**src/sv/vpp_pkg.sv**
```systemverilog
package vpp_pkg;

  // default component width of the projection datapath
  localparam int COMP_WIDTH_DEF = 16;

  // operand slice width of one hardware multiplier
  localparam int MUL_CHUNK = 32;

  // pipeline depth of the wide multiplier
  localparam int MUL_STAGES = 4;

endpackage

```
**src/sv/vpp_mul.sv**
```systemverilog
module vpp_mul #(
  parameter int AW = 33,
  parameter int BW = 33
) (
  input  logic                        clk_i,
  input  logic [vpp_pkg::MUL_STAGES-1:0] en_i,
  input  logic signed [AW-1:0]        a_i,
  input  logic signed [BW-1:0]        b_i,
  output logic signed [AW+BW-1:0]     p_o
);
  import vpp_pkg::*;

  localparam int C  = MUL_CHUNK;
  localparam int NA = (AW + MUL_CHUNK - 1) / MUL_CHUNK;
  localparam int NB = (BW + MUL_CHUNK - 1) / MUL_CHUNK;
  localparam int PW = AW + BW;
  localparam int TW = (NA + NB) * MUL_CHUNK;

  logic [NA*C-1:0]  am_q;
  logic [NB*C-1:0]  bm_q;
  logic [AW-1:0]    a_abs;
  logic [BW-1:0]    b_abs;
  logic [2*C-1:0]   pp_q [NA][NB];
  logic [TW-1:0]    acc;
  logic [PW-1:0]    sum_q;
  logic signed [PW-1:0] p_q;
  logic             s1_q, s2_q, s3_q;

  // stage 1: magnitudes and product sign
  assign a_abs = a_i[AW-1] ? $unsigned(-a_i) : $unsigned(a_i);
  assign b_abs = b_i[BW-1] ? $unsigned(-b_i) : $unsigned(b_i);

  always_ff @(posedge clk_i) begin
    if (en_i[0]) begin
      am_q <= (NA*C)'(a_abs);
      bm_q <= (NB*C)'(b_abs);
      s1_q <= a_i[AW-1] ^ b_i[BW-1];
    end
  end

  // stage 2: slice products
  always_ff @(posedge clk_i) begin
    if (en_i[1]) begin
      for (int i = 0; i < NA; i++) begin
        for (int j = 0; j < NB; j++) begin
          pp_q[i][j] <= am_q[i*C +: C] * bm_q[j*C +: C];
        end
      end
      s2_q <= s1_q;
    end
  end

  // stage 3: weighted sum of slice products
  always_comb begin
    acc = '0;
    for (int i = 0; i < NA; i++) begin
      for (int j = 0; j < NB; j++) begin
        acc = acc + (TW'(pp_q[i][j]) << ((i + j) * C));
      end
    end
  end

  always_ff @(posedge clk_i) begin
    if (en_i[2]) begin
      sum_q <= acc[PW-1:0];
      s3_q  <= s2_q;
    end
  end

  // stage 4: restore sign
  always_ff @(posedge clk_i) begin
    if (en_i[3]) begin
      p_q <= s3_q ? -$signed(sum_q) : $signed(sum_q);
    end
  end

  assign p_o = p_q;

endmodule

```
**config.mk**
```make
export PLATFORM = sky130hd
export DESIGN_NAME = vpp_mul
export DESIGN_NICKNAME = d
export VERILOG_FILES = /design/src/sv/vpp_pkg.sv /design/src/sv/vpp_mul.sv
export SDC_FILE = /design/constraint.sdc
export NUM_CORES = 2
export LEC_CHECK = 0
export ABC_AREA = 1
export CAP_MARGIN = 20
export CORE_MARGIN = 4
export CORE_UTILIZATION = 40
export DETAILED_ROUTE_END_ITERATION = 8
export DONT_BUFFER_PORTS = 1
export HOLD_SLACK_MARGIN = 0.03
export SLEW_MARGIN = 15
export SYNTH_ARGS = -nofsm -noshare
export SYNTH_HDL_FRONTEND = slang
export SYNTH_SLANG_ARGS = --single-unit
```
**constraint.sdc**
```tcl
create_clock -name clk_i -period 15.5 [get_ports clk_i]
set_clock_uncertainty 0.2 [all_clocks]
set_input_delay 1.55 -clock clk_i [delete_from_list [all_inputs] [get_ports clk_i]]
set_output_delay 1.55 -clock clk_i [all_outputs]
set_load 0.01 [all_outputs]
```
# Word-level counts from Yosys, hierarchy flattened
# Memories as Yosys holds them, arrays and structs flattened.
# Index checks and enable logic that the tools add are counted.
[totals] ff_bits=201 mem_bits_rw=194 inputBits=71 out_inout_bits=66 wordCells=26 mem_count=1
[mem_list] memory="pp_q" words=2 word_bits=97 rd=2 rd_clocked_by_memory_dff=0 write_ports=2 line="vpp_mul.sv:23" text="logic [2*C-1:0] pp_q [NA][NB];"
[classes] n_addsub=6 multipliers=4 mux=5 n_bitwise=1
[op_table] cell="$add 66x66->66" count=2
[op_table] cell="$add 64x66->66" count=1
[op_table] cell="$mux 66" count=1
[op_table] cell="$neg 33->33" count=2
[op_table] cell="$neg 66->66" count=1
[op_table] cell="$mul 32x32->64" count=1
[op_table] cell="$mux 32" count=2
[op_table] cell="$mul 1x32->33" count=1
[op_table] cell="$mul 32x1->33" count=1
[op_table] cell="$mul 1x1->2" count=1
[op_table] cell="$mux 1" count=2
[op_table] cell="$xor 1x1->1" count=1

# Depth between registers and ports, before layout
# An unclocked memory read counts as a cell.
[logic_depth] ltp_word=4 ltp_mapped=31 mapped_depth_nobuf=29

# Least setup slack after synthesis
# Ideal clock, no wire load.
[synth_path] path_kind="reg2reg" startpoint="reg am_q[31]" endpoint="mem pp_q[0][95] (netlist name), data pin" setup_time_ns=0.252 t_arrival_ns=6.136 required_time_ns=15.048 setup_slack_ns=8.912 path_stages_with_launch=27 n_path_buf=2 period_less_slack_ns=6.588 path_cell_list="edfxtp_1 > clkbuf_1 > clkbuf_1 > nand2_1 > fa_1 > inv_1 > fa_1 > fa_1 > inv_1 > fa_1 > inv_1 > fa_1 > fa_1 > fa_1 > inv_1 > fa_1 > inv_1 > ha_1 > nand2_1 > nor2_1 > inv_1 > nor3_2 > nand2_1 > nor3_1 > nand2_1 > nand3_1 > nand2_1"
[synth_rtl] element="start: declaration" line="vpp_mul.sv:19" text="logic [NA*C-1:0] am_q;"
[synth_rtl] element="start signal: assignment" line="vpp_mul.sv:35" text="am_q <= (NA*C)'(a_abs);"
[synth_rtl] element="end: declaration" line="vpp_mul.sv:23"

==> qor.txt <==
die width: 374.0 um
RSZ-0062 raised after global routing: false
most frequent CP cell: fa_1
die area: 139,900 um^2
DRT Pass-1 Iters: 6
Area Overhead vs Synth: 5.670%
Final GP Congestion: 0.9714
ANT nets after route: 0
setup slack, reg-to-reg: 7.90 ns
syn_area_per_cell: 7.925 um^2
total track usage: 0.2211
Crit Path Category: reg -> reg
Rows: 134
I/O pin count: 137
Syn Inst Count: 6,761
routed vias: 40,350
layout cells sized above 1: 0.03035
Synth Flop Type: edfxtp_1
Vias/cell: 4.808
Total Wirelength: 151,300 um
vias in the first global route: 43,370
Mapped Area: 53,580 um^2
TNS Setup: 0 ns
Yosys top cell area share: 0.3471
Setup crit start: bm_q[9]
max-cap check violation count: 0
crit path max fanout: 33
clock period minus final worst setup slack: 7.602 ns
final slew viol count: 0
initial antenna violation count: 5
Slowest cell on crit path: fa_1
relative slew slack: 0.5228
Final #Nets: 7,889
number of flops mapped to enable cells by yosys: 330
WP buf/inv: 7
DRT iter0 DRCs: 2,825
required time of the critical path: 15.66 ns
Die Ht: 374.0 um
post-CTS sizing: 0
dominant cell type by area after synthesis: fa_1
Hold Buf Count CTS: 0
CTS Buffer Depth: 3
CTS sink count: 330
initial core utilization: 0.4020
post-synthesis register bit count: 330
H-tree levels: 2
CTS Buf Count: 40
status: finished clean
pin count of the biggest net entering global routing: 131
min-delay src: pp_q[0][41]
Yosys warnings: 0
Mapped Nets: 8,059
Skew-Pair Late Insertion Delay: 0.60 ns
f_max: 131.6 MHz
fraction of registers with async set or reset after synthesis: 0
drt wl/cell: 18.03 um
Tightest Pin Transition: 0.7158 ns
IO Port Bufs: 0
type of the worst min-delay path: reg -> reg
synth top area cells: fa_1 35%, edfxtp_1 18%, nand2_1 14%, inv_1 14%, ha_1 7.0%
CTS root buf: clkbuf_16
postcts setup bufs: 0
Final Cycle Share: 0.4904
critical path launch point type: flip-flop
Crit path max-delay family: adder cells
final hold violations: 0
count of different cell masters after synthesis: 47
total congestion overflow: 0
peak per-stage delay on the critical path: 0.56 ns
final setup vio count: 0
core box area: 133,300 um^2
reg2reg start: bm_q[9]
Detailed Place HPWL: 119,600 um
Clock transition at path regs: 0.06 ns
Seq/Total Area, Yosys: 0.1850
critical path arrival: 7.76 ns
CTS tree: built
drc violations: 0
first-pass GRT wire length: 242,700 um
Critical Path End Type: flip-flop
synthesized netlist by cell type, types with 32 or more instances:
library cell / number
fa_1: 929
nor3_1: 32
ha_1: 298
inv_1: 1958
clkbuf_1: 275
nor2_1: 266
edfxtp_1: 330
nand2_1: 2036
o21ai_0: 67
a21oi_1: 99
xor2_1: 124
nand3_1: 143
nand4_1: 49
worst register-to-register path: stages (launching register included):
cell and delay, ns:
edfxtp_1 0.32, buf_4 0.46, nand2_1 0.15, inv_1 0.11
fa_1 0.45, fa_1 0.55, inv_1 0.05, fa_1 0.46
fa_1 0.55, inv_1 0.06, fa_1 0.56, fa_1 0.43
fa_1 0.49, inv_1 0.05, fa_1 0.47, inv_1 0.04
ha_1 0.41, nand2_1 0.16, nor2_1 0.19, inv_1 0.16
nor3_2 0.38, nand2_1 0.25, nor2_1 0.14, nand2_1 0.10
nand3_1 0.10, nand2_1 0.06
cell type report:
cell class	instances	area [um^2]
antenna	1	2.502
timing repair buffer	68	525.5
clock buffer	46	1023
fill	13500	76670
multi-input combinational	4189	35250
clock inverter	28	329.1
sequential	330	9910
inverter	1962	7365
tap	1768	2212
state kept, by name (all words and copies together), names as in the netlist:
name,cells
bm_q,33
pp_q,129
s2_q,1
sum_q,66
am_q,33
s3_q,1
s1_q,1
p_o,66
final timing paths:
path | to | cells past startpoint
setup / recovery | pp_q[0][87] | 25
hold / removal | sum_q[8] | 0
setup reg to reg | pp_q[0][87] | 25
hold reg to reg | sum_q[8] | 0
metal layers:
metal / global-route usage / up-vias / share of wire
li1: - / 18990 / -
met1: 0.2905 / 19760 / 0.42
met2: 0.3717 / 1298 / 0.47
met3: 0.03712 / 305 / 0.071
met4: 0.07382 / 0 / 0.039
met5: 0 / - / 0
stage by stage:
step	instance area (um^2)	hold WS [ns]	instances	worst slack [ns]	utilization
final	56620	0.2171	8392	7.898	0.4248
after global routing	56610	0.2239	8391	7.564	0.4247
after CTS	56600	0.2155	8390	7.719	0.4246
after detailed placement	55250	0.2045	8316	7.767	0.4145
after global placement	55230	0.2052	8315	7.771	0.4144
after floorplan	53580	0.2003	6761	8.912	-
placed cells by master, fill, tap and decap left out, types with 4 or more instances in the layout:
master,n
clkbuf_1,6
nor2_2,20
bufinv_16,4
edfxtp_1,330
ha_1,298
o21a_1,6
fa_1,929
nor2_1,266
clkinv_2,6
xnor2_1,22
nor4_1,4
nand2_2,8
buf_4,66
clkbuf_16,40
o21ai_0,67
nand3_2,6
inv_1,1958
clkinv_1,7
or2_2,4
nor3_2,11
nand2_1,2036
nand3b_1,12
nand4_1,49
o21ai_2,7
a21oi_1,99
nand3_1,143
xor2_1,124
nor3_1,32
nor2_4,6
o21bai_1,10
kinds of logic after synthesis:
| logic type | after synthesis | share of synthesized area |
|---|---|---|
| xor gates and xnor gates | 146 | 0.02387 |
| adders and majority gates | 1227 | 0.4167 |
| buffers and inverters | 2242 | 0.1571 |
| DFF | 330 | 0.1850 |
| AOI/OAI and AO/OA | 206 | 0.02127 |
| and+or+nand+nor | 2610 | 0.1960 |
Power is left out: the tool's default activity adds up to more than one toggle a clock period on the data nets, which glitch-free logic cannot reach.
